==> config.mk <==
export PLATFORM = sky130hd
export DESIGN_NAME = signed_int_to_decimal_ascii
export DESIGN_NICKNAME = d
export VERILOG_FILES = /design/src/design/itoa_pkg.sv /design/src/design/itoa_front.sv /design/src/design/itoa_queue.sv /design/src/design/itoa_conv.sv /design/src/design/itoa_emit.sv /design/src/design/signed_int_to_decimal_ascii.sv
export SDC_FILE = /design/constraint.sdc
export NUM_CORES = 1
export LEC_CHECK = 0
export BUFFER_PORTS_ARGS = -buffer_cell sky130_fd_sc_hd__buf_2
export CAP_MARGIN = 20
export CORE_ASPECT_RATIO = 2
export CORE_MARGIN = 10
export CORE_UTILIZATION = 60
export DETAILED_ROUTE_END_ITERATION = 8
export GPL_TIMING_DRIVEN = 0
export PLACE_DENSITY = 0.87
export SLEW_MARGIN = 0
export SYNTH_ARGS = -nofsm -noshare
export SYNTH_HDL_FRONTEND = slang
export SYNTH_SLANG_ARGS = --single-unit
==> constraint.sdc <==
create_clock -name clk_i -period 8.6 [get_ports clk_i]
set_input_delay 2.15 -clock clk_i [delete_from_list [all_inputs] [get_ports clk_i]]
set_output_delay 2.15 -clock clk_i [all_outputs]
set_load 0.05 [all_outputs]
==> src/design/itoa_pkg.sv <==
// itoa_pkg: shared constants for the signed integer to decimal ascii block
// no dependencies; imported by the converter, emitter, top and testbench
`default_nettype none

package itoa_pkg;

  // ascii codes
  localparam logic [7:0] CHAR_ZERO  = 8'h30;
  localparam logic [7:0] CHAR_MINUS = 8'h2D;

  // one bcd digit
  localparam int unsigned DIGIT_W = 4;

  // binary bits folded into the bcd register per cycle
  localparam int unsigned STEP_BITS = 4;

  // bcd adjust threshold and correction
  localparam logic [DIGIT_W-1:0] BCD_ADJ_MIN = 4'd5;
  localparam logic [DIGIT_W-1:0] BCD_ADJ_ADD = 4'd3;

endpackage

`default_nettype wire

==> src/design/itoa_front.sv <==
// itoa_front: input register that splits each value into sign and magnitude
// no package dependencies
`default_nettype none

module itoa_front #(
  parameter int unsigned VALUE_WIDTH = 32
) (
  input  wire logic                          clk_i,
  input  wire logic                          rst_ni,
  input  wire logic                          in_valid_i,
  output      logic                          in_ready_o,
  input  wire logic signed [VALUE_WIDTH-1:0] value_i,
  output      logic                          out_valid_o,
  input  wire logic                          out_ready_i,
  output      logic                          neg_o,
  output      logic        [VALUE_WIDTH-1:0] mag_o
);

  logic                   valid_q, valid_d;
  logic                   neg_q, neg_d;
  logic [VALUE_WIDTH-1:0] mag_q, mag_d;
  logic [VALUE_WIDTH-1:0] raw;
  logic                   take;

  assign raw        = value_i;
  assign in_ready_o = !valid_q || out_ready_i;
  assign take       = in_valid_i && in_ready_o;

  // magnitude of the most negative value still fits as unsigned
  always_comb begin
    neg_d   = neg_q;
    mag_d   = mag_q;
    valid_d = valid_q;
    if (take) begin
      neg_d   = raw[VALUE_WIDTH-1];
      mag_d   = raw[VALUE_WIDTH-1] ? (VALUE_WIDTH'(0) - raw) : raw;
      valid_d = 1'b1;
    end else if (out_ready_i) begin
      valid_d = 1'b0;
    end
  end

  always_ff @(posedge clk_i or negedge rst_ni) begin
    if (!rst_ni) begin
      valid_q <= 1'b0;
    end else begin
      valid_q <= valid_d;
    end
  end

  always_ff @(posedge clk_i) begin
    neg_q <= neg_d;
    mag_q <= mag_d;
  end

  assign out_valid_o = valid_q;
  assign neg_o       = neg_q;
  assign mag_o       = mag_q;

endmodule

`default_nettype wire

==> src/design/itoa_queue.sv <==
// itoa_queue: small flop-based fifo between the front and the conversion unit
// no package dependencies
`default_nettype none

module itoa_queue #(
  parameter int unsigned WIDTH = 33,
  parameter int unsigned DEPTH = 2
) (
  input  wire logic             clk_i,
  input  wire logic             rst_ni,
  input  wire logic             in_valid_i,
  output      logic             in_ready_o,
  input  wire logic [WIDTH-1:0] in_data_i,
  output      logic             out_valid_o,
  input  wire logic             out_ready_i,
  output      logic [WIDTH-1:0] out_data_o
);

  localparam int unsigned PW = (DEPTH > 1) ? $clog2(DEPTH) : 1;
  localparam int unsigned CW = $clog2(DEPTH + 1);

  logic [WIDTH-1:0] mem_q [DEPTH];
  logic [PW-1:0]    wr_ptr_q, wr_ptr_d;
  logic [PW-1:0]    rd_ptr_q, rd_ptr_d;
  logic [CW-1:0]    count_q, count_d;
  logic             push, pop;

  assign in_ready_o  = (count_q != CW'(DEPTH));
  assign out_valid_o = (count_q != '0);
  assign out_data_o  = mem_q[rd_ptr_q];
  assign push        = in_valid_i && in_ready_o;
  assign pop         = out_valid_o && out_ready_i;

  always_comb begin
    wr_ptr_d = wr_ptr_q;
    rd_ptr_d = rd_ptr_q;
    count_d  = count_q;
    if (push) begin
      wr_ptr_d = (wr_ptr_q == PW'(DEPTH - 1)) ? '0 : wr_ptr_q + PW'(1);
    end
    if (pop) begin
      rd_ptr_d = (rd_ptr_q == PW'(DEPTH - 1)) ? '0 : rd_ptr_q + PW'(1);
    end
    if (push && !pop) begin
      count_d = count_q + CW'(1);
    end else if (pop && !push) begin
      count_d = count_q - CW'(1);
    end
  end

  always_ff @(posedge clk_i or negedge rst_ni) begin
    if (!rst_ni) begin
      wr_ptr_q <= '0;
      rd_ptr_q <= '0;
      count_q  <= '0;
    end else begin
      wr_ptr_q <= wr_ptr_d;
      rd_ptr_q <= rd_ptr_d;
      count_q  <= count_d;
    end
  end

  always_ff @(posedge clk_i) begin
    if (push) begin
      mem_q[wr_ptr_q] <= in_data_i;
    end
  end

endmodule

`default_nettype wire

==> src/design/itoa_conv.sv <==
// itoa_conv: iterative binary to bcd converter (shift and add-3), four bits per cycle
// depends on itoa_pkg for digit width and step size
`default_nettype none

module itoa_conv
  import itoa_pkg::*;
#(
  parameter int unsigned VALUE_WIDTH = 32,
  parameter int unsigned NUM_DIGITS  = 10
) (
  input  wire logic                          clk_i,
  input  wire logic                          rst_ni,
  input  wire logic                          in_valid_i,
  output      logic                          in_ready_o,
  input  wire logic                          neg_i,
  input  wire logic [VALUE_WIDTH-1:0]        mag_i,
  output      logic                          out_valid_o,
  input  wire logic                          out_ready_i,
  output      logic                          neg_o,
  output      logic [NUM_DIGITS*DIGIT_W-1:0] bcd_o
);

  localparam int unsigned STEPS = (VALUE_WIDTH + STEP_BITS - 1) / STEP_BITS;
  localparam int unsigned PAD_W = STEPS * STEP_BITS;
  localparam int unsigned BCD_W = NUM_DIGITS * DIGIT_W;
  localparam int unsigned SCW   = (STEPS > 1) ? $clog2(STEPS) : 1;

  typedef enum logic [2:0] {
    ST_IDLE = 3'b001,
    ST_RUN  = 3'b010,
    ST_DONE = 3'b100
  } conv_state_e;

  conv_state_e      state_q, state_d;
  logic [SCW-1:0]   step_q, step_d;
  logic [PAD_W-1:0] sh_q, sh_d;
  logic [BCD_W-1:0] bcd_q, bcd_d;
  logic             neg_q, neg_d;
  logic [PAD_W-1:0] nx_sh;
  logic [BCD_W-1:0] nx_bcd;

  // STEP_BITS rounds of add-3 then shift
  always_comb begin
    nx_sh  = sh_q;
    nx_bcd = bcd_q;
    for (int b = 0; b < STEP_BITS; b++) begin
      for (int d = 0; d < NUM_DIGITS; d++) begin
        if (nx_bcd[d*DIGIT_W +: DIGIT_W] >= BCD_ADJ_MIN) begin
          nx_bcd[d*DIGIT_W +: DIGIT_W] = nx_bcd[d*DIGIT_W +: DIGIT_W] + BCD_ADJ_ADD;
        end
      end
      nx_bcd = {nx_bcd[BCD_W-2:0], nx_sh[PAD_W-1]};
      nx_sh  = {nx_sh[PAD_W-2:0], 1'b0};
    end
  end

  always_comb begin
    state_d = state_q;
    step_d  = step_q;
    sh_d    = sh_q;
    bcd_d   = bcd_q;
    neg_d   = neg_q;
    case (state_q)
      ST_IDLE: begin
        if (in_valid_i) begin
          sh_d    = PAD_W'(mag_i);
          bcd_d   = '0;
          neg_d   = neg_i;
          step_d  = '0;
          state_d = ST_RUN;
        end
      end
      ST_RUN: begin
        sh_d   = nx_sh;
        bcd_d  = nx_bcd;
        step_d = step_q + SCW'(1);
        if (step_q == SCW'(STEPS - 1)) begin
          state_d = ST_DONE;
        end
      end
      ST_DONE: begin
        if (out_ready_i) begin
          state_d = ST_IDLE;
        end
      end
      default: begin
        state_d = ST_IDLE;
      end
    endcase
  end

  always_ff @(posedge clk_i or negedge rst_ni) begin
    if (!rst_ni) begin
      state_q <= ST_IDLE;
      step_q  <= '0;
    end else begin
      state_q <= state_d;
      step_q  <= step_d;
    end
  end

  always_ff @(posedge clk_i) begin
    sh_q  <= sh_d;
    bcd_q <= bcd_d;
    neg_q <= neg_d;
  end

  assign in_ready_o  = (state_q == ST_IDLE);
  assign out_valid_o = (state_q == ST_DONE);
  assign neg_o       = neg_q;
  assign bcd_o       = bcd_q;

endmodule

`default_nettype wire

==> src/design/itoa_emit.sv <==
// itoa_emit: output stage that walks the bcd digits and sends one character per item
// depends on itoa_pkg for ascii codes and digit width
`default_nettype none

module itoa_emit
  import itoa_pkg::*;
#(
  parameter int unsigned NUM_DIGITS = 10
) (
  input  wire logic                          clk_i,
  input  wire logic                          rst_ni,
  input  wire logic                          in_valid_i,
  output      logic                          in_ready_o,
  input  wire logic                          neg_i,
  input  wire logic [NUM_DIGITS*DIGIT_W-1:0] bcd_i,
  output      logic                          out_valid_o,
  input  wire logic                          out_ready_i,
  output      logic [7:0]                    character_o,
  output      logic                          last_o
);

  localparam int unsigned BCD_W = NUM_DIGITS * DIGIT_W;
  localparam int unsigned IW    = $clog2(NUM_DIGITS);

  logic             busy_q, busy_d;
  logic             sign_q, sign_d;
  logic [IW-1:0]    idx_q, idx_d;
  logic [BCD_W-1:0] bcd_q, bcd_d;
  logic [IW-1:0]    top_idx;
  logic [DIGIT_W-1:0] digit;
  logic             fire, load;

  // leading digit position, zero when the whole value is zero
  always_comb begin
    top_idx = '0;
    for (int d = 0; d < NUM_DIGITS; d++) begin
      if (bcd_i[d*DIGIT_W +: DIGIT_W] != '0) begin
        top_idx = IW'(d);
      end
    end
  end

  assign digit       = bcd_q[idx_q*DIGIT_W +: DIGIT_W];
  assign out_valid_o = busy_q;
  assign character_o = sign_q ? CHAR_MINUS : (CHAR_ZERO + 8'(digit));
  assign last_o      = !sign_q && (idx_q == '0);
  assign fire        = out_valid_o && out_ready_i;
  assign in_ready_o  = !busy_q || (fire && last_o);
  assign load        = in_valid_i && in_ready_o;

  always_comb begin
    busy_d = busy_q;
    sign_d = sign_q;
    idx_d  = idx_q;
    bcd_d  = bcd_q;
    if (fire) begin
      if (sign_q) begin
        sign_d = 1'b0;
      end else if (idx_q == '0) begin
        busy_d = 1'b0;
      end else begin
        idx_d = idx_q - IW'(1);
      end
    end
    if (load) begin
      busy_d = 1'b1;
      sign_d = neg_i;
      idx_d  = top_idx;
      bcd_d  = bcd_i;
    end
  end

  always_ff @(posedge clk_i or negedge rst_ni) begin
    if (!rst_ni) begin
      busy_q <= 1'b0;
      sign_q <= 1'b0;
      idx_q  <= '0;
    end else begin
      busy_q <= busy_d;
      sign_q <= sign_d;
      idx_q  <= idx_d;
    end
  end

  always_ff @(posedge clk_i) begin
    bcd_q <= bcd_d;
  end

  // only a sign or a decimal digit ever leaves
  a_char_range: assert property (@(posedge clk_i) disable iff (!rst_ni)
    out_valid_o |-> (character_o == CHAR_MINUS) ||
                    ((character_o >= CHAR_ZERO) && (character_o <= CHAR_ZERO + 8'd9)))
    else $error("character out of range");

  // a sign is always followed by at least one digit
  a_minus_not_last: assert property (@(posedge clk_i) disable iff (!rst_ni)
    (out_valid_o && (character_o == CHAR_MINUS)) |-> !last_o)
    else $error("minus sign flagged last");

  // a number's text never breaks off before its last character
  a_no_gap: assert property (@(posedge clk_i) disable iff (!rst_ni)
    (fire && !last_o) |=> out_valid_o)
    else $error("gap inside a number's text");

endmodule

`default_nettype wire

==> src/design/signed_int_to_decimal_ascii.sv <==
// signed_int_to_decimal_ascii: top level of the signed integer to decimal text converter
// depends on itoa_pkg, itoa_front, itoa_queue, itoa_conv and itoa_emit
//
// usage:
//   input channel  : in_valid_i / in_ready_o with value_i, one signed two's complement
//                    integer per item
//   output channel : out_valid_o / out_ready_i with character_o and last_o, one ascii
//                    character per item, most significant first, '-' ahead of a
//                    negative value, no leading zeros, last_o high on the final digit
//   path           : after the value is taken, the first character passes through the
//                    front register, the queue, the conversion loop and the emitter
//   rate           : set by the shift-and-add-3 loop, which folds four bits per cycle,
//                    and by the output of one character per cycle while out_ready_i
//                    is high; the converter works on the next number while the
//                    previous one is still being sent
//   stalls         : when out_ready_i is low the current character holds; the
//                    converter finishes the next number and the front plus queue
//                    keep taking inputs until they fill
//   reset          : rst_ni clears all control state; no clearing pass is needed
`default_nettype none

module signed_int_to_decimal_ascii
  import itoa_pkg::*;
#(
  parameter int unsigned VALUE_WIDTH = 32
) (
  input  wire logic                          clk_i,
  input  wire logic                          rst_ni,
  input  wire logic                          in_valid_i,
  output      logic                          in_ready_o,
  input  wire logic signed [VALUE_WIDTH-1:0] value_i,
  output      logic                          out_valid_o,
  input  wire logic                          out_ready_i,
  output      logic [7:0]                    character_o,
  output      logic                          last_o
);

  // decimal digits of 2^VALUE_WIDTH, log10(2) ~ 0.30103, covers every magnitude
  localparam int unsigned NUM_DIGITS  = (VALUE_WIDTH * 30103) / 100000 + 1;
  localparam int unsigned BCD_W       = NUM_DIGITS * DIGIT_W;
  localparam int unsigned QUEUE_DEPTH = 2;

  // front register to queue
  logic                   fr_valid, fr_ready;
  logic                   fr_neg;
  logic [VALUE_WIDTH-1:0] fr_mag;

  // queue to converter, sign on top of the magnitude
  logic                   q_valid, q_ready;
  logic [VALUE_WIDTH:0]   q_data;

  // converter to emitter
  logic                   cv_valid, cv_ready;
  logic                   cv_neg;
  logic [BCD_W-1:0]       cv_bcd;

  // front: accept and split into sign and magnitude
  itoa_front #(
    .VALUE_WIDTH(VALUE_WIDTH)
  ) u_front (
    .clk_i      (clk_i),
    .rst_ni     (rst_ni),
    .in_valid_i (in_valid_i),
    .in_ready_o (in_ready_o),
    .value_i    (value_i),
    .out_valid_o(fr_valid),
    .out_ready_i(fr_ready),
    .neg_o      (fr_neg),
    .mag_o      (fr_mag)
  );

  // decoupling queue so the front keeps accepting while the back is busy
  itoa_queue #(
    .WIDTH(VALUE_WIDTH + 1),
    .DEPTH(QUEUE_DEPTH)
  ) u_queue (
    .clk_i      (clk_i),
    .rst_ni     (rst_ni),
    .in_valid_i (fr_valid),
    .in_ready_o (fr_ready),
    .in_data_i  ({fr_neg, fr_mag}),
    .out_valid_o(q_valid),
    .out_ready_i(q_ready),
    .out_data_o (q_data)
  );

  // back: binary to bcd, overlaps with emission of the previous number
  itoa_conv #(
    .VALUE_WIDTH(VALUE_WIDTH),
    .NUM_DIGITS (NUM_DIGITS)
  ) u_conv (
    .clk_i      (clk_i),
    .rst_ni     (rst_ni),
    .in_valid_i (q_valid),
    .in_ready_o (q_ready),
    .neg_i      (q_data[VALUE_WIDTH]),
    .mag_i      (q_data[VALUE_WIDTH-1:0]),
    .out_valid_o(cv_valid),
    .out_ready_i(cv_ready),
    .neg_o      (cv_neg),
    .bcd_o      (cv_bcd)
  );

  // back: character sequencer and output register
  itoa_emit #(
    .NUM_DIGITS(NUM_DIGITS)
  ) u_emit (
    .clk_i      (clk_i),
    .rst_ni     (rst_ni),
    .in_valid_i (cv_valid),
    .in_ready_o (cv_ready),
    .neg_i      (cv_neg),
    .bcd_i      (cv_bcd),
    .out_valid_o(out_valid_o),
    .out_ready_i(out_ready_i),
    .character_o(character_o),
    .last_o     (last_o)
  );

endmodule

`default_nettype wire

* Word-level counts from Yosys, hierarchy flattened
Memory sizes are Yosys's and may differ from the RTL's.
Cells that the tools add are included.
** Word-level totals
- Register bits after elaboration :: 163
- Bits in writable memories :: 66
- Input port bits :: 36
- Memories :: 1
** Cells by class
- $add $sub $neg :: 48
- Magnitude comparators :: 40
- Equality and inequality tests :: 10
- Shifts and indexed selects :: 1
- Mux-type cells :: 79
- Reduce and logical (&&, ||, !) cells :: 37
** Memory list
- u_queue.mem_q :: depth 2, width 33, read ports 1, clocked after memory_dff 0, write ports 1, RTL line itoa_queue.sv:22 : logic [WIDTH-1:0] mem_q [DEPTH];
** Operator list (count)
- 4-bit two-way mux :: 48
- 4-bit by 3-bit greater-or-equal comparator with 1-bit output, second input constant :: 40
- 4-bit by 2-bit adder with 4-bit output, second input constant :: 36
- 40-bit case mux with 2 select lines :: 1
- 32-bit case mux with 2 select lines :: 1
- 40-bit two-way mux :: 1
- 40-bit by 7-bit indexed part select with 4-bit output :: 1
- 4-bit nonzero test :: 9
- 32-bit two-way mux :: 1
- 1-bit by 32-bit subtractor with 32-bit output, first input constant :: 1
- 31-bit two-way mux :: 1
- 3-bit two-way mux :: 8
- 1-bit two-way mux :: 13
- 3-bit by 2-bit adder with 3-bit output, second input constant :: 4
- 2-bit nonzero test :: 6
- 1-bit logical AND :: 9
- 3-bit case mux with 3 select lines :: 1
- 3-bit AND reduction :: 3
- 8-bit two-way mux :: 1
- 6-bit by 4-bit adder with 7-bit output, first input constant :: 1
- 3-bit == test, second input constant :: 2
- 2-bit by 1-bit != test with 1-bit output, second input constant :: 3
- 2-bit != test, second input constant :: 3
- 3-bit case mux with 2 select lines :: 1
- other kinds (12) :: 20

* Depth between registers and ports, before layout
- Depth after elaboration :: 11
- Depth in mapped cells :: 18
- Depth with buffers taken out :: 18

* Modules after synthesis
Synthesis repeated with hierarchy kept, for this count alone.
** Second synthesis, totals
- Cells, all modules :: 1415
- Area, all modules :: 14696.6 um^2
** Modules (own cells, without submodules)
- itoa_conv :: instances 1, cells an instance 1014, area an instance 8025.2 um^2
- itoa_queue :: instances 1, cells an instance 121, area an instance 2727.6 um^2
- itoa_emit :: instances 1, cells an instance 146, area an instance 2139.6 um^2
- itoa_front :: instances 1, cells an instance 134, area an instance 1804.2 um^2

* Least setup slack after synthesis
OpenSTA, ideal clock, no wires.
- Path type :: reg2out
- Start :: register u_emit.idx_q[0]
- End :: output character_o[2]
- Data arrival time :: 2288 ps
- Data required time :: 6450 ps
- Setup slack :: 4162 ps
- Cell stages (with the launch flop) :: 6
- Cells stage by stage :: dfrtp_1 > clkbuf_1 > buf_1 > mux4_2 > mux2i_1 > o221ai_1
** Between the ends
- Cells in the longest elaborated chain, start to end :: 3
** Ends and longest elaborated chain
- from (decl) :: RTL line itoa_emit.sv:27 : logic [IW-1:0] idx_q, idx_d;
- from (signal assigned) :: RTL line itoa_emit.sv:81 : idx_q <= idx_d;
- 40-bit by 7-bit indexed part select with 4-bit output :: RTL line itoa_emit.sv:43 : assign digit = bcd_q[idx_q*DIGIT_W +: DIGIT_W];
- 6-bit by 4-bit adder with 7-bit output :: RTL line itoa_emit.sv:45 : assign character_o = sign_q ? CHAR_MINUS : (CHAR_ZERO + 8'(digit));
- 8-bit two-way mux :: RTL line itoa_emit.sv:45
- to (decl) :: RTL line signed_int_to_decimal_ascii.sv:34 : output logic [7:0] character_o,
No other way between the ends.

* Final worst setup path
- Start :: register u_emit.idx_q[0]
- End :: output character_o[3]
Same word-level chain as after synthesis.

==> reports/qor.csv <==
stage,metric,value,unit
grt,grt_usage,18.9,%
die,start_util,60.7,%
grt,grt_pass1_vias,9729,
synthesis,synth-edff-count,212,
synthesis,ys_seq_area_share,51.0,%
placement,dpl_cell_area,13900,um2
critical_path,worstSetupEndpointType,output port,
die,pin_count,47,
synthesis,synth_top_family_by_area,compound AO/OA/AOI/OAI gates,
synthesis,syn_inst,1208,
synthesis,yosys-top-cells-area,"edfxtp_1, mux2i_1, ha_1",
synthesis,synthXorXnorAreaFrac,4.36,%
critical_path,r2r-start,u_conv.bcd_o[32]$_SDFFCE_PN0P_,
placement,dp_slack,3.93,ns
synthesis,synth_adder_area_share,4.32,%
finish,antenna-diode-count,0,
synthesis,ys_async_sr_fraction,7.42,%
sta,relSlewSlack,35.7,%
finish,nets,1358,
placement,hpwl,21100,um
synthesis,synth_top_area_share,47.8,%
synthesis,synthFlopType,edfxtp_1,
min_path,hp-class,flip-flop to flip-flop,
detailed_routing,viasPerCell,6.28,
finish,regArea,6790,um2
placement,place.gp.congestion,0.914,
cts,cts_tree,done,
critical_path,critPathMaxFanout,10,
critical_path,reg2reg_depth,15,
sta,min_period,5.13,ns
sta,worst_slew_pin_slew,0.965,ns
critical_path,r2r-end,u_conv.bcd_o[38]$_SDFFCE_PN0P_,
synthesis,avgSynthCellArea,11.0,um2
sta,fmax,0.195,GHz
finish,syn_to_final_growth,9.62,%
finish,stdcell_area,14600,um2
cts,cts_buffers,20,
cts,clk-insertion-delay-late,0.50,ns
critical_path,rrSetupSlack,4.45,ns
die,core.rowCount,77,
detailed_routing,drt_first_iter_violations,650,
synthesis,synth-compound-area-share,18.9,%
cts,clock-root-buffer,clkbuf_16,
detailed_routing,routed_wirelength,28300,um
synthesis,yosys_warnings,0,
cts,clkTransAtPathRegs,0.07,ns
cts,cts_resized,0,
sta,slew_viol_final,0,
finish,multi_input_area,6140,um2
synthesis,synth_seq_cells,229,
die,die_area,28900,um2
synthesis,synth_simple_gate_area_share,11.5,%
grt,grt_max_degree,73,
finish,fillCellCount,1571,
detailed_routing,drc,0,
synthesis,yosys.area.top_type,edfxtp_1,
critical_path,critPathCapture,character_o[3],
finish,drive_above_1_share,13.7,%
sta,hold_viol_final,0,
flow_run,cap_violations,0,
grt,antenna_found_initial,0,
sta,layout_setup_ws,3.47,ns
critical_path,crit_type,flip-flop to output port,
synthesis,syn_area,13300,um2
detailed_routing,wl_per_cell,18.1,um
sta,fin_skew,0.0164,ns
detailed_routing,ant_nets,0,
grt,grt.overflow.total,0,
sta,rsz0062_at_grt,no,
status,status,completed,
synthesis,synthDistinctLibCells,88,
critical_path,startpoint_type,flip-flop,
grt,grt_pass1_wl,46000,um
critical_path,crit_required,6.45,ns
detailed_routing,vias,9836,
critical_path,critical_path_arrival,2.98,ns
cts,cts_max_level,1,
cts,holdBufCountCts,0,
sta,setup-tns-final,0,ns
critical_path,crit_path_start,u_emit.idx_q[0]$_DFFE_PN0P_,
cts,post_cts_buffers,0,
die,die-height,231,um
sta,finalSetupViolCount,0,
detailed_routing,dr.pass1.iters,5,
cts,clock_sinks,229,
synthesis,muxShareOfSynthArea,6.85,%
cts,clk_path_buf_depth,3,
placement,io_buffer_count,43,
die,coreArea,22000,um2
die,fp.dieW,125,um
sta,fin_crit_sh,59.7,%
## state kept, by name, summed over array words and instances (netlist names), 2 cells and up
name / flops
u_queue.count_q: 2
u_conv.step_q: 3
u_conv.bcd_o: 40
u_queue.mem_q: 66
u_emit.idx_q: 4
u_front.mag_o: 32
u_conv.state_q: 3
u_emit.bcd_q: 40
u_conv.sh_q: 32
## kinds of logic (layout without fill, tap and decap cells)
logic type               after synthesis  in the layout
flip-flops                           229            229
buffers and inverters                101            181
XOR/XNOR                              62             62
adder cells (fa/ha/maj)               46             46
multiplexers                          79             79
AO/OA/AOI/OAI                        380            380
AND/OR/NAND/NOR                      309            309
other                                  2              3
## area by class of cell
cell class	instances	share of cell area (%)
multi-input combinational	879	42.0
tap	276	2.36
sequential	229	46.5
clock inverter	13	0.942
clock buffer	22	3.62
timing repair buffer	45	1.71
inverter	60	1.54
buffer	41	1.30
## cells in the mapped netlist, types with 20 or more instances
master	instances
edfxtp_1	212
nand2_1	115
o21ai_0	91
a21oi_1	78
mux2i_1	59
nor2_1	55
xnor2_1	48
ha_1	46
inv_1	43
a31oi_1	28
o21ai_1	27
clkbuf_1	26
nand2b_1	23
nor3_1	21
a211oi_1	20
## routing by layer
| metal | vias up | GRT usage [%] | part of all wire (%) |
|---|---|---|---|
| met2 | 321 | 37.5 | 56 |
| li1 | 4716 | - | - |
| met1 | 4700 | 17.6 | 34 |
| met5 | - | 0 | 0 |
| met3 | 99 | 2.41 | 4.2 |
| met4 | 0 | 10.9 | 5.5 |
## worst min-delay path by stage
stage                                endpoint  slack (ns)  depth (start not counted)                           start
2_1_floorplan      u_emit.bcd_q[35]$_DFFE_PP_        0.42                          0  u_conv.bcd_o[35]$_SDFFCE_PN0P_
3_3_place_gp   u_queue.mem_q[0][12]$_DFFE_PP_        0.42                          0     u_front.mag_o[12]$_DFFE_PP_
3_5_place_dp   u_queue.mem_q[0][11]$_DFFE_PP_        0.43                          0     u_front.mag_o[11]$_DFFE_PP_
4_1_cts         u_queue.mem_q[1][0]$_DFFE_PP_        0.44                          0      u_front.mag_o[0]$_DFFE_PP_
5_1_grt        u_queue.mem_q[0][25]$_DFFE_PP_        0.46                          0     u_front.mag_o[25]$_DFFE_PP_
6_report        u_queue.mem_q[1][8]$_DFFE_PP_        0.44                          0      u_front.mag_o[8]$_DFFE_PP_
## per-stage QoR
stage	utilization, %	hold WS [ns]	cells
finish	66.5	0.443	1565
global route	66.5	0.458	1565
CTS	66.5	0.444	1565
detailed placement	63.5	0.430	1530
global placement	63.2	0.423	1528
floorplan	-	0.421	1209
## layout by cell type (no fill, tap or decap), drive strengths merged, types with 9 or more instances in the layout
| cell type | n |
|---|---|
| mux2 | 12 |
| or2 | 12 |
| mux2i | 59 |
| or3 | 13 |
| xor2 | 9 |
| clkbuf | 49 |
| nand2b | 23 |
| and2 | 9 |
| nand2 | 115 |
| nor2 | 55 |
| nand3 | 15 |
| clkinv | 11 |
| a211o | 12 |
| o21ai | 121 |
| ha | 46 |
| a31oi | 35 |
| o31ai | 15 |
| nor3b | 16 |
| a31o | 13 |
| dfrtp | 16 |
| o211ai | 13 |
| xnor2 | 53 |
| buf | 58 |
| inv | 58 |
| a211oi | 21 |
| edfxtp | 212 |
| o21a | 9 |
| nor3 | 21 |
| a21oi | 89 |
## critical path: stages (launching register included)
cell and delay (ns):
dfrtp_1 0.33, clkbuf_1 0.50, buf_1 0.55, mux4_2 0.60, mux2i_1 0.14, o221ai_1 0.13
buf_2 0.23
Power is not shown: default switching activity piles up to over one toggle a cycle in this logic, so the estimate is an artifact.
